--- src/rtl/dsdt_s5_pkg.sv ---
// Shared types, constants and helpers for the DSDT S5 extractor.
// Used by the top level and its checker; depends on nothing.
package dsdt_s5_pkg;

  // Fixed table layout.
  localparam int unsigned HEADER_BYTES = 36;
  localparam logic [7:0]  OP_NAME      = 8'h08;
  localparam logic [7:0]  OP_PACKAGE   = 8'h12;
  localparam logic [7:0]  PFX_BYTE     = 8'h0A;
  localparam logic [7:0]  PKG_LEN_MASK = 8'hC0;
  localparam logic [7:0]  ROOT_CHAR    = 8'h5C;
  localparam logic [31:0] NAME_S5      = 32'h5F53355F;
  localparam logic [15:0] SLP_EN_BIT   = 16'h2000;

  // Result status codes.
  typedef enum logic [1:0] {
    ST_OK        = 2'd0,
    ST_INVALID   = 2'd1,
    ST_NO_S5     = 2'd2,
    ST_PARSE_ERR = 2'd3
  } status_e;

  // Parser phases, one-hot.
  typedef enum logic [9:0] {
    PH_SEARCH  = 10'b00_0000_0001,
    PH_OPCODE  = 10'b00_0000_0010,
    PH_PKGLEAD = 10'b00_0000_0100,
    PH_SKIP    = 10'b00_0000_1000,
    PH_A_PRE   = 10'b00_0001_0000,
    PH_A_VAL   = 10'b00_0010_0000,
    PH_B_PRE   = 10'b00_0100_0000,
    PH_B_VAL   = 10'b00_1000_0000,
    PH_DONE    = 10'b01_0000_0000,
    PH_ERROR   = 10'b10_0000_0000
  } phase_e;

  typedef struct packed {
    logic [7:0] data_byte;
    logic       last;
  } in_beat_t;

  typedef struct packed {
    status_e     status;
    logic [15:0] slp_typa_word;
    logic [15:0] slp_typb_word;
  } out_beat_t;

  // Signature character expected at header byte 0 to 3.
  function automatic logic [7:0] sig_char(input logic [1:0] pos);
    logic [7:0] c;
    case (pos)
      2'd0:    c = 8'h44;
      2'd1:    c = 8'h53;
      2'd2:    c = 8'h44;
      default: c = 8'h54;
    endcase
    return c;
  endfunction

  // PM1 control word: low six bits of the sleep type in bits 15:10, which
  // also overlaps the enable bit 13; the enable bit is always set.
  function automatic logic [15:0] make_word(input logic [7:0] t);
    return {t[5:0], 10'b0} | SLP_EN_BIT;
  endfunction

endpackage

--- src/rtl/acpi_dsdt_s5_extractor_top.sv ---
// DSDT S5 sleep-type extractor, top level.
// Depends on dsdt_s5_pkg.
//
// Usage:
//   The input channel carries one table byte per beat, starting at the DSDT
//   header, with last set on the final byte. The output channel carries one
//   result beat per table, produced only for the byte marked last: a status
//   and the two PM1 control words for the S5 state (zero unless status is ok).
//   Datapath: a beat is accepted into the input register and processed from
//   there; the result for its last byte is written into the result register,
//   which drives the output. Throughput is one byte per cycle while no final
//   byte waits, set by the single input and result registers.
//   If the receiver stalls, the pending result holds; further non-final bytes
//   keep flowing, and only a final byte waits in the input register until
//   the result register frees up.
//   Reset clears both registers' valid flags and returns the parser to its
//   search state with an empty checksum, ready for a new table. After each
//   result the parser returns to that same state on its own.
module acpi_dsdt_s5_extractor_top (
  input  logic                   clk_i,
  input  logic                   rst_ni,
  input  logic                   in_valid_i,
  output logic                   in_ready_o,
  input  dsdt_s5_pkg::in_beat_t  in_data_i,
  output logic                   out_valid_o,
  input  logic                   out_ready_i,
  output dsdt_s5_pkg::out_beat_t out_data_o
);
  import dsdt_s5_pkg::*;

  // Input register.
  logic      in_valid_q, in_valid_d;
  in_beat_t  in_q;
  logic      fire;

  // Parser state.
  logic [31:0] idx_q, idx_d;
  logic [31:0] len_q, len_d;
  logic [7:0]  sum_q, sum_d;
  logic        sig_ok_q, sig_ok_d;
  logic [39:0] recent_q, recent_d;
  phase_e      phase_q, phase_d;
  logic [2:0]  skip_q, skip_d;
  logic [7:0]  type_a_q, type_a_d;
  logic [7:0]  type_b_q, type_b_d;

  // Result register.
  logic      out_valid_q, out_valid_d;
  out_beat_t out_q, out_d;

  // Per-byte decode.
  logic [7:0]  b;
  logic        in_header;
  logic        in_len_field;
  logic        below_len;
  logic        in_body;
  logic        name_hit;
  logic [32:0] count;
  logic        table_ok;
  status_e     status;

  // A final byte may only move on when the result register can take it.
  assign fire       = in_valid_q && (!in_q.last || !out_valid_q || out_ready_i);
  assign in_ready_o = !in_valid_q || fire;

  always_comb begin
    in_valid_d = in_valid_q;
    if (in_ready_o) begin
      in_valid_d = in_valid_i;
    end
  end

  always_ff @(posedge clk_i or negedge rst_ni) begin
    if (!rst_ni) begin
      in_valid_q <= 1'b0;
    end else begin
      in_valid_q <= in_valid_d;
    end
  end

  always_ff @(posedge clk_i) begin
    if (in_ready_o && in_valid_i) begin
      in_q <= in_data_i;
    end
  end

  // Byte position tests.
  assign b            = in_q.data_byte;
  assign in_header    = (idx_q[31:3] == 29'd0);
  assign in_len_field = in_header && idx_q[2];
  assign below_len    = (idx_q < len_q);
  assign in_body      = !in_header && below_len;
  assign name_hit     = ({recent_q[23:0], b} == NAME_S5) &&
                        (idx_q >= 32'(HEADER_BYTES + 3));

  // Header, checksum and parser update for one byte.
  always_comb begin
    sig_ok_d = sig_ok_q;
    len_d    = len_q;
    sum_d    = sum_q;
    phase_d  = phase_q;
    skip_d   = skip_q;
    type_a_d = type_a_q;
    type_b_d = type_b_q;
    recent_d = {recent_q[31:0], b};
    idx_d    = (&idx_q) ? idx_q : idx_q + 32'd1;

    if (in_header && !idx_q[2] && (b != sig_char(idx_q[1:0]))) begin
      sig_ok_d = 1'b0;
    end

    if (in_len_field) begin
      case (idx_q[1:0])
        2'd0:    len_d[7:0]   = b;
        2'd1:    len_d[15:8]  = b;
        2'd2:    len_d[23:16] = b;
        default: len_d[31:24] = b;
      endcase
    end

    if (in_header || below_len) begin
      sum_d = sum_q + b;
    end

    if (in_body) begin
      unique case (phase_q)
        PH_SEARCH: begin
          if (name_hit) begin
            if ((recent_q[31:24] == OP_NAME) ||
                ((recent_q[39:32] == OP_NAME) && (recent_q[31:24] == ROOT_CHAR))) begin
              phase_d = PH_OPCODE;
            end else begin
              phase_d = PH_ERROR;
            end
          end
        end
        PH_OPCODE: begin
          phase_d = (b == OP_PACKAGE) ? PH_PKGLEAD : PH_ERROR;
        end
        PH_PKGLEAD: begin
          skip_d  = {1'b0, b[7:6] & PKG_LEN_MASK[7:6]} + 3'd1;
          phase_d = PH_SKIP;
        end
        PH_SKIP: begin
          if (skip_q != 3'd0) begin
            skip_d = skip_q - 3'd1;
          end
          if (skip_d == 3'd0) begin
            phase_d = PH_A_PRE;
          end
        end
        PH_A_PRE: begin
          if (b == PFX_BYTE) begin
            phase_d = PH_A_VAL;
          end else begin
            type_a_d = b;
            phase_d  = PH_B_PRE;
          end
        end
        PH_A_VAL: begin
          type_a_d = b;
          phase_d  = PH_B_PRE;
        end
        PH_B_PRE: begin
          if (b == PFX_BYTE) begin
            phase_d = PH_B_VAL;
          end else begin
            type_b_d = b;
            phase_d  = PH_DONE;
          end
        end
        PH_B_VAL: begin
          type_b_d = b;
          phase_d  = PH_DONE;
        end
        PH_DONE, PH_ERROR: begin
          phase_d = phase_q;
        end
        default: begin
          phase_d = PH_ERROR;
        end
      endcase
    end
  end

  // Final verdict, taken from the state after this byte.
  assign count    = {1'b0, idx_q} + 33'd1;
  assign table_ok = sig_ok_d && (idx_q >= 32'd7) &&
                    (len_d >= 32'(HEADER_BYTES)) &&
                    (count >= {1'b0, len_d}) && (sum_d == 8'd0);

  always_comb begin
    if (!table_ok) begin
      status = ST_INVALID;
    end else if (phase_d == PH_SEARCH) begin
      status = ST_NO_S5;
    end else if (phase_d == PH_DONE) begin
      status = ST_OK;
    end else begin
      status = ST_PARSE_ERR;
    end
  end

  always_comb begin
    out_d.status        = status;
    out_d.slp_typa_word = (status == ST_OK) ? make_word(type_a_d) : 16'd0;
    out_d.slp_typb_word = (status == ST_OK) ? make_word(type_b_d) : 16'd0;
  end

  // State registers: a final byte returns everything to the reset state.
  always_ff @(posedge clk_i or negedge rst_ni) begin
    if (!rst_ni) begin
      idx_q    <= '0;
      len_q    <= '0;
      sum_q    <= '0;
      sig_ok_q <= 1'b1;
      recent_q <= '0;
      phase_q  <= PH_SEARCH;
      skip_q   <= '0;
      type_a_q <= '0;
      type_b_q <= '0;
    end else if (fire) begin
      if (in_q.last) begin
        idx_q    <= '0;
        len_q    <= '0;
        sum_q    <= '0;
        sig_ok_q <= 1'b1;
        recent_q <= '0;
        phase_q  <= PH_SEARCH;
        skip_q   <= '0;
        type_a_q <= '0;
        type_b_q <= '0;
      end else begin
        idx_q    <= idx_d;
        len_q    <= len_d;
        sum_q    <= sum_d;
        sig_ok_q <= sig_ok_d;
        recent_q <= recent_d;
        phase_q  <= phase_d;
        skip_q   <= skip_d;
        type_a_q <= type_a_d;
        type_b_q <= type_b_d;
      end
    end
  end

  // Result register.
  always_comb begin
    out_valid_d = out_valid_q && !out_ready_i;
    if (fire && in_q.last) begin
      out_valid_d = 1'b1;
    end
  end

  always_ff @(posedge clk_i or negedge rst_ni) begin
    if (!rst_ni) begin
      out_valid_q <= 1'b0;
    end else begin
      out_valid_q <= out_valid_d;
    end
  end

  always_ff @(posedge clk_i) begin
    if (fire && in_q.last) begin
      out_q <= out_d;
    end
  end

  assign out_valid_o = out_valid_q;
  assign out_data_o  = out_q;

endmodule

--- config.mk ---
export PLATFORM = sky130hd
export DESIGN_NAME = acpi_dsdt_s5_extractor_top
export DESIGN_NICKNAME = d
export VERILOG_FILES = /design/src/rtl/dsdt_s5_pkg.sv /design/src/rtl/acpi_dsdt_s5_extractor_top.sv
export SDC_FILE = /design/constraint.sdc
export NUM_CORES = 1
export LEC_CHECK = 0
export ABC_AREA = 1
export BUFFER_PORTS_ARGS = -buffer_cell sky130_fd_sc_hd__buf_2
export CORE_UTILIZATION = 45
export CTS_CLUSTER_DIAMETER = 30
export DETAILED_ROUTE_END_ITERATION = 10
export GPL_ROUTABILITY_DRIVEN = 1
export GPL_TIMING_DRIVEN = 1
export PLACE_DENSITY_LB_ADDON = 0.25
export SLEW_MARGIN = 20
export SYNTH_ARGS = -nofsm -noshare
export SYNTH_HDL_FRONTEND = slang
export SYNTH_SLANG_ARGS = --single-unit
--- constraint.sdc ---
create_clock -name clk_i -period 9.2 [get_ports clk_i]
set_clock_uncertainty 0.1 [all_clocks]
set_input_delay 1.84 -clock clk_i [delete_from_list [all_inputs] [get_ports clk_i]]
set_output_delay 1.84 -clock clk_i [all_outputs]
set_load 0.02 [all_outputs]
==> results of run 1 <==
## area by class of cell
cell class | count | area [um^2]
clock buffer | 19 | 443
fill | 2356 | 11900
clock inverter | 13 | 113
timing repair buffer | 33 | 204
inverter | 209 | 785
tap | 319 | 399
sequential | 160 | 4120
multi-input combinational | 979 | 5480
## metal layers
metal,vias up,wire [um]
li1,4702,-
met1,4388,13200
met2,287,13300
met3,43,1560
met4,0,512
met5,-,0
## state kept, by name, indices dropped and copies added (netlist names), 3 cells and up
signal and flops:
sum_q 8, phase_q 10, type_b_q 5, skip_q 3, recent_q 40, type_a_q 5, idx_q 32, b 8
out_data_o 13, len_q 32
## metrics by stage
stage	std cells	power, mW	area [um^2]
floorplan	1414	1.20	10800
global placement	1699	1.34	11000
detailed placement	1699	1.35	11000
CTS	1731	2.04	11500
global route	1732	2.15	11500
finish	1732	2.03	11500
## synth_stat cells, drive strengths merged, types with 8 or more instances
cell type / n
nand4: 30
nand2: 278
nand3: 81
dfrtp: 136
clkbuf: 29
o21ai: 122
inv: 208
a21oi: 46
nor3: 30
o22ai: 102
nor2: 115
buf: 37
edfxtp: 22
xor2: 26
nor4: 19
o211ai: 8
ha: 79
## critical path: cells and delay by family (launching register included)
family        cells  cell delay, ns
xor+xnor          1            0.17
simple gates     18            3.30
fa+ha+maj         1            0.31
flops             1            0.96
buf+inv           2            0.13
## power by group through the flow
stage | clock network (mW) | registers (mW) | logic, mW
3_3_place_gp | 0 | 0.812 | 0.526
6_report | 0.693 | 0.800 | 0.540
4_1_cts | 0.702 | 0.799 | 0.536
5_1_grt | 0.727 | 0.806 | 0.613
3_5_place_dp | 0 | 0.813 | 0.533
2_1_floorplan | 0 | 0.804 | 0.398
## path summary, 6_finish.rpt
| check | start | endpoint | slack [ns] | depth (start not counted) |
|---|---|---|---|---|
| setup / recovery | idx_q[2] | out_data_o[10] | 4.06 | 22 |
| hold / removal | recent_q[36] | recent_q[36] | 0.39 | 2 |
| setup reg to reg | idx_q[2] | out_data_o[10] | 4.06 | 22 |
| hold reg to reg | recent_q[36] | recent_q[36] | 0.39 | 2 |
| max in group asynchronous | rst_ni | sig_ok_q | 6.54 | 3 |
| min in group asynchronous | rst_ni | recent_q[22] | 1.29 | 1 |
## logic make-up (layout without fill, tap and decap cells)
group / count (synthesis) / after routing / synth area share
adders and majority gates: 80 / 80 / 0.0944
xor gates and xnor gates: 27 / 27 / 0.0221
DFF: 160 / 160 / 0.385
AOI/OAI and AO/OA: 294 / 294 / 0.156
and+or+nand+nor: 557 / 557 / 0.232
muxes: 1 / 1 / 0.000937
buffers and inverters: 275 / 274 / 0.108
other: 1 / 20 / 0.000351
==> impl_metrics.json, run 1 <==
{
  "gp_congestion": 0.898,
  "die_area_mm2": 0.0244,
  "grt_overflow": 0,
  "grt_setup_unrepaired": "no",
  "slew_of_the_pin_with_the_lowest_slew_margin_ns": 1.07,
  "groute.usage.overall": 0.246,
  "finalWorstSetupSlack_ns": 4.06,
  "netSwitchingPower_uw": 733,
  "via_per_inst": 5.44,
  "power.share.combinational": 0.266,
  "largest_net_degree_at_the_start_of_global_routing": 85,
  "post-cts-setup-buffers": 0,
  "yosysUniqueCellTypes": 50,
  "power.switching_fraction": 0.360,
  "timing.final.crit_share": 0.559,
  "synthesis.instances": 1395,
  "critical_path.most_common_cell": "nor2_1",
  "leakage_nw": 5.66,
  "seqPwrFrac": 0.394,
  "antenna_found_initial": 0,
  "critical_path.cell_chain": "nand2_1 > nor2_2 > nand3_2 > nor4_1 > nand3_1 > nor2_1 > nand3_1 > nor2_1 > nand3_1 > nor2_2 > nand2_1 > xor2_1 > inv_1 > ha_1 > inv_1 > nor3_1 > nand4_1 > nor2_1 > nand4_1 > nand4_1 > nand3_2 > nor2_1",
  "insertion_delay_ns": 0.44,
  "timing.setup.tns_ns": 0,
  "drt_wl_total_um": 28600,
  "syn_area_per_cell_um2": 7.66,
  "synth_top_flop_cell": "dfrtp_1",
  "max-cap-violations": 0,
  "final_hold_violation_count": 0,
  "required_ns": 9.38,
  "met3_routing_resource_usage_after_global_routing": 0.0367,
  "num-nets-final": 1493,
  "synth-async-reset-ratio": 0.863,
  "die_y_um": 156,
  "synth_enable_flop_cells": 22,
  "grt_use_met1": 0.343,
  "slew-limit-headroom": 0.287,
  "critical_path.startpoint_type": "register",
  "timing.hold.worst.class": "register to register",
  "detail-route-antenna-nets": 0,
  "final_number_of_max_transition_violations": 0,
  "worstSetupEndpointType": "register",
  "grt_pass1_vias": 8808,
  "layout-area-overhead-vs-synth_pct": 8.01,
  "outcome": "complete, no violations",
  "synthesized_cell_area_mm2": 0.0107,
  "setup_viol": 0,
  "share_of_power_burned_in_the_clock_network": 0.341,
  "powerDensity_mw_per_mm2": 176,
  "io_pins": 49,
  "critPathMaxFanout": 24,
  "max_freq_ghz": 0.195,
  "yosysWarningCount": 0,
  "finish.utilization": 0.493,
  "layout_commonest_cell": "nand2_1",
  "worst_path_largest_cell_delay_ns": 0.96,
  "cts_tree": "yes",
  "first_pass_iters": 5,
  "ir_drop_mv": 0.101,
  "routedWlPerCell_um": 16.5,
  "gr-usage-met2": 0.398,
  "effective_utilization_at_floorplan": 0.457,
  "post_cts_resized": 0,
  "tmin_final_ns": 5.14,
  "arrival_ns": 5.32,
  "htree_levels": 4,
  "core.rowCount": 56,
  "synth.yosys.seq_area_share": 0.385,
  "p_int_mw": 1.30,
  "global_route_wire_length_before_repair_um": 46700,
  "hpwlAfterDp_um": 20600,
  "clock_tree.root_cell": "clkbuf_16",
  "finalHoldWorstSlack_ns": 0.395,
  "cts_buffer_depth": 2,
  "synthDominantAreaCellType": "dfrtp_1",
  "synth_top_cells_by_area": "dfrtp_1, nand2_1, ha_1, inv_1, edfxtp_1",
  "die_width_um": 156,
  "layout.cells.most_common_list": "nand2_1, inv_1, dfrtp_1, o21ai_0, o22ai_1",
  "worst_setup_hold_path_clk_slew_ns": 0.07,
  "cts-buffers-inserted": 17,
  "antenna-diode-count": 0,
  "cts_hold_repair.buffers": 0,
  "clock_sink_count": 160,
  "share_of_cells_above_drive_strength_1": 0.0778,
  "placement.setup.worst_slack_ns": 4.05,
  "coreArea_mm2": 0.0234,
  "global_route.peak_usage_layer": "met2",
  "vias": 9420,
  "synth-seq-cells": 160,
  "drc": 0,
  "setup.worst_path.class": "register to register",
  "synthDominantCellAreaShare": 0.318,
  "crit_slowest_cell": "dfrtp_1",
  "drt_iter0_drc": 632,
  "number_of_i_o_port_buffers": 28
}
No activity file was read; power rests on OpenSTA's default activity.
==> run 2, diff against run 1 <==
- clock period: 9.2 -> 5.1 ns (I/O delays scaled with it)
==> run 2 against run 1 <==
Combinational power grew 85%. Global-route usage shrank 0.14 points. Final cell count grew 0.35%. Final area grew 0.49%. Worst hold slack lost 0.0018 ns. Critical path type unchanged.
==> impl_metrics.json, run 2 (synthesis gave the netlist of run 1 again) <==
{
  "outcome": "complete, no violations",
  "post-cts-setup-buffers": 0,
  "leakage_nw": 5.69,
  "placement.setup.worst_slack_ns": 0.538,
  "ir_drop_mv": 0.176,
  "final_number_of_max_transition_violations": 0,
  "hold_path_startpoint": "recent_q[39]",
  "layout-area-overhead-vs-synth_pct": 8.53,
  "registers.top_by_ff_count": "recent_q",
  "die_width_um": 156,
  "worst_r2r_endpoint": "out_data_o[10]",
  "cts_tree": "yes",
  "timing.hold.worst.class": "register to register",
  "timing.final.crit_share": 0.910,
  "final_design_area_no_fill_mm2": 0.0116,
  "worst_r2r_path_depth": 23,
  "post_cts_resized": 0,
  "largest_net_degree_at_the_start_of_global_routing": 102,
  "setup_viol": 0,
  "critical_path.most_common_cell": "nor2_1",
  "gp_congestion": 0.936,
  "setup.worst_path.class": "register to register",
  "detail-route-antenna-nets": 0,
  "die_area_mm2": 0.0244,
  "slew-limit-headroom": 0.360,
  "cts_hold_repair.buffers": 0,
  "largest_reg_flops": 40,
  "layout.cells.most_common_list": "nand2_1, inv_1, dfrtp_1, o21ai_0, o22ai_1",
  "drc": 0,
  "number_of_i_o_port_buffers": 28,
  "placedInstanceArea_mm2": 0.0110,
  "timing.setup.tns_ns": 0,
  "core.rowCount": 56,
  "cts_buffer_depth": 2,
  "drt_wl_total_um": 28700,
  "finalWorstSetupSlack_ns": 0.461,
  "r2r_start": "idx_q[0]",
  "tmin_final_ns": 4.64,
  "layout_commonest_cell": "nand2_1",
  "critical_path.cell_chain": "ha_1 > nand2_1 > nor2_2 > nand3_2 > nor4_1 > nand3_1 > nor2_1 > nand3_1 > nor2_1 > nand3_1 > nor2_2 > nand2_1 > xor2_1 > inv_1 > ha_1 > inv_1 > nor3_1 > nand4_1 > nor2_1 > nand4_1 > nand4_1 > nand3_2 > nor2_1",
  "max_freq_ghz": 0.216,
  "path_delay_family": "simple AND/OR/NAND/NOR gates",
  "coreArea_mm2": 0.0234,
  "max-cap-violations": 0,
  "required_ns": 5.29,
  "effective_utilization_at_floorplan": 0.457,
  "die_y_um": 156,
  "drt_iter0_drc": 706,
  "first_pass_iters": 5,
  "worstSetupEndpointType": "register",
  "global_route_wire_length_before_repair_um": 46300,
  "crit_slowest_cell": "dfrtp_1",
  "grt_overflow": 0,
  "io_pins": 49,
  "insertion_delay_ns": 0.44,
  "clock_sink_count": 160,
  "critPathMaxFanout": 11,
  "layout_top_registers": "recent_q (40), idx_q (32), len_q (32)",
  "slew_of_the_pin_with_the_lowest_slew_margin_ns": 0.960,
  "worstHoldPathCells": 2,
  "htree_levels": 4,
  "final_hold_violation_count": 0,
  "cp_num_cells": 23,
  "share_of_cells_above_drive_strength_1": 0.0825,
  "hpwlAfterDp_um": 20700,
  "clock_tree.root_cell": "clkbuf_16",
  "arrival_ns": 4.83,
  "worst_setup_hold_path_clk_slew_ns": 0.07,
  "groute.usage.overall": 0.245,
  "via_per_inst": 5.46,
  "vias": 9483,
  "critPathBufInv": 2,
  "worst_path_largest_cell_delay_ns": 0.47,
  "num-nets-final": 1499,
  "antenna-diode-count": 0,
  "powerDensity_mw_per_mm2": 320,
  "critical_path.startpoint_type": "register",
  "whs_endpoint": "recent_q[39]",
  "cts-buffers-inserted": 17,
  "routedWlPerCell_um": 16.5,
  "antenna_found_initial": 0,
  "grt_setup_unrepaired": "no",
  "r2r_slack_ns": 0.46,
  "grt_pass1_vias": 8883
}
## run 2: cell types whose count changed in the layout (fill, tap and decap cells not counted)
cell	before	now
buf_4	4	11
inv_6	7	4
inv_8	2	5
inv_4	1	0
clkinvlp_4	0	1
clkinv_8	0	3
clkbuf_1	1	0
clkbuf_8	1	0
buf_16	1	0
clkinv_4	2	1
## run 2: final cells by class
type                            instances  area, um^2
Fill cell                            2291       11800
Multi-Input combinational cell        979        5480
Sequential cell                       160        4120
Inverter                              209         785
Clock buffer                           17         425
Tap cell                              319         399
Timing Repair Buffer                   39         229
Clock inverter                         15         161
## run 2: routing by layer
| layer | global-route usage | part of all wire | vias up |
|---|---|---|---|
| li1 | - | - | 4708 |
| met1 | 0.326 | 0.46 | 4489 |
| met2 | 0.413 | 0.47 | 254 |
| met3 | 0.0300 | 0.042 | 32 |
| met4 | 0.0770 | 0.019 | 0 |
| met5 | 0 | 0 | - |
## run 2: report_power, final
part | total (mW) | switching, mW | internal, mW
registers | 1.43 | 0.0546 | 1.38
clock network | 1.28 | 0.627 | 0.657
logic | 0.997 | 0.684 | 0.314
## run 2: per-stage QoR
step           utilization  hold slack [ns]  power (mW)  instances
2_1_floorplan            -            0.353        2.17       1414
3_3_place_gp         0.471            0.367        2.43       1706
3_5_place_dp         0.471            0.376        2.44       1706
4_1_cts              0.496            0.394        3.72       1738
5_1_grt              0.496            0.420        3.90       1738
6_report             0.496            0.393        3.72       1738
## run 2: worst max path at each step
stage               startpoint             end  slack [ns]
detailed placement    idx_q[0]  out_data_o[10]        0.54
floorplan             idx_q[0]  out_data_o[12]        1.41
finish                idx_q[0]  out_data_o[10]        0.46
global route          idx_q[0]  out_data_o[14]        0.03
global placement      idx_q[0]  out_data_o[10]        0.70
CTS                   idx_q[0]  out_data_o[10]        0.50
## run 2: worst reg2reg max path, delay by kind of cell, from the launching register on
kind                       cells  cell delay, ns
and+or+nand+nor               18            3.06
DFF                            1            0.47
xor gates and xnor gates       1            0.17
adders and majority gates      2            0.56
buffers and inverters          2            0.14
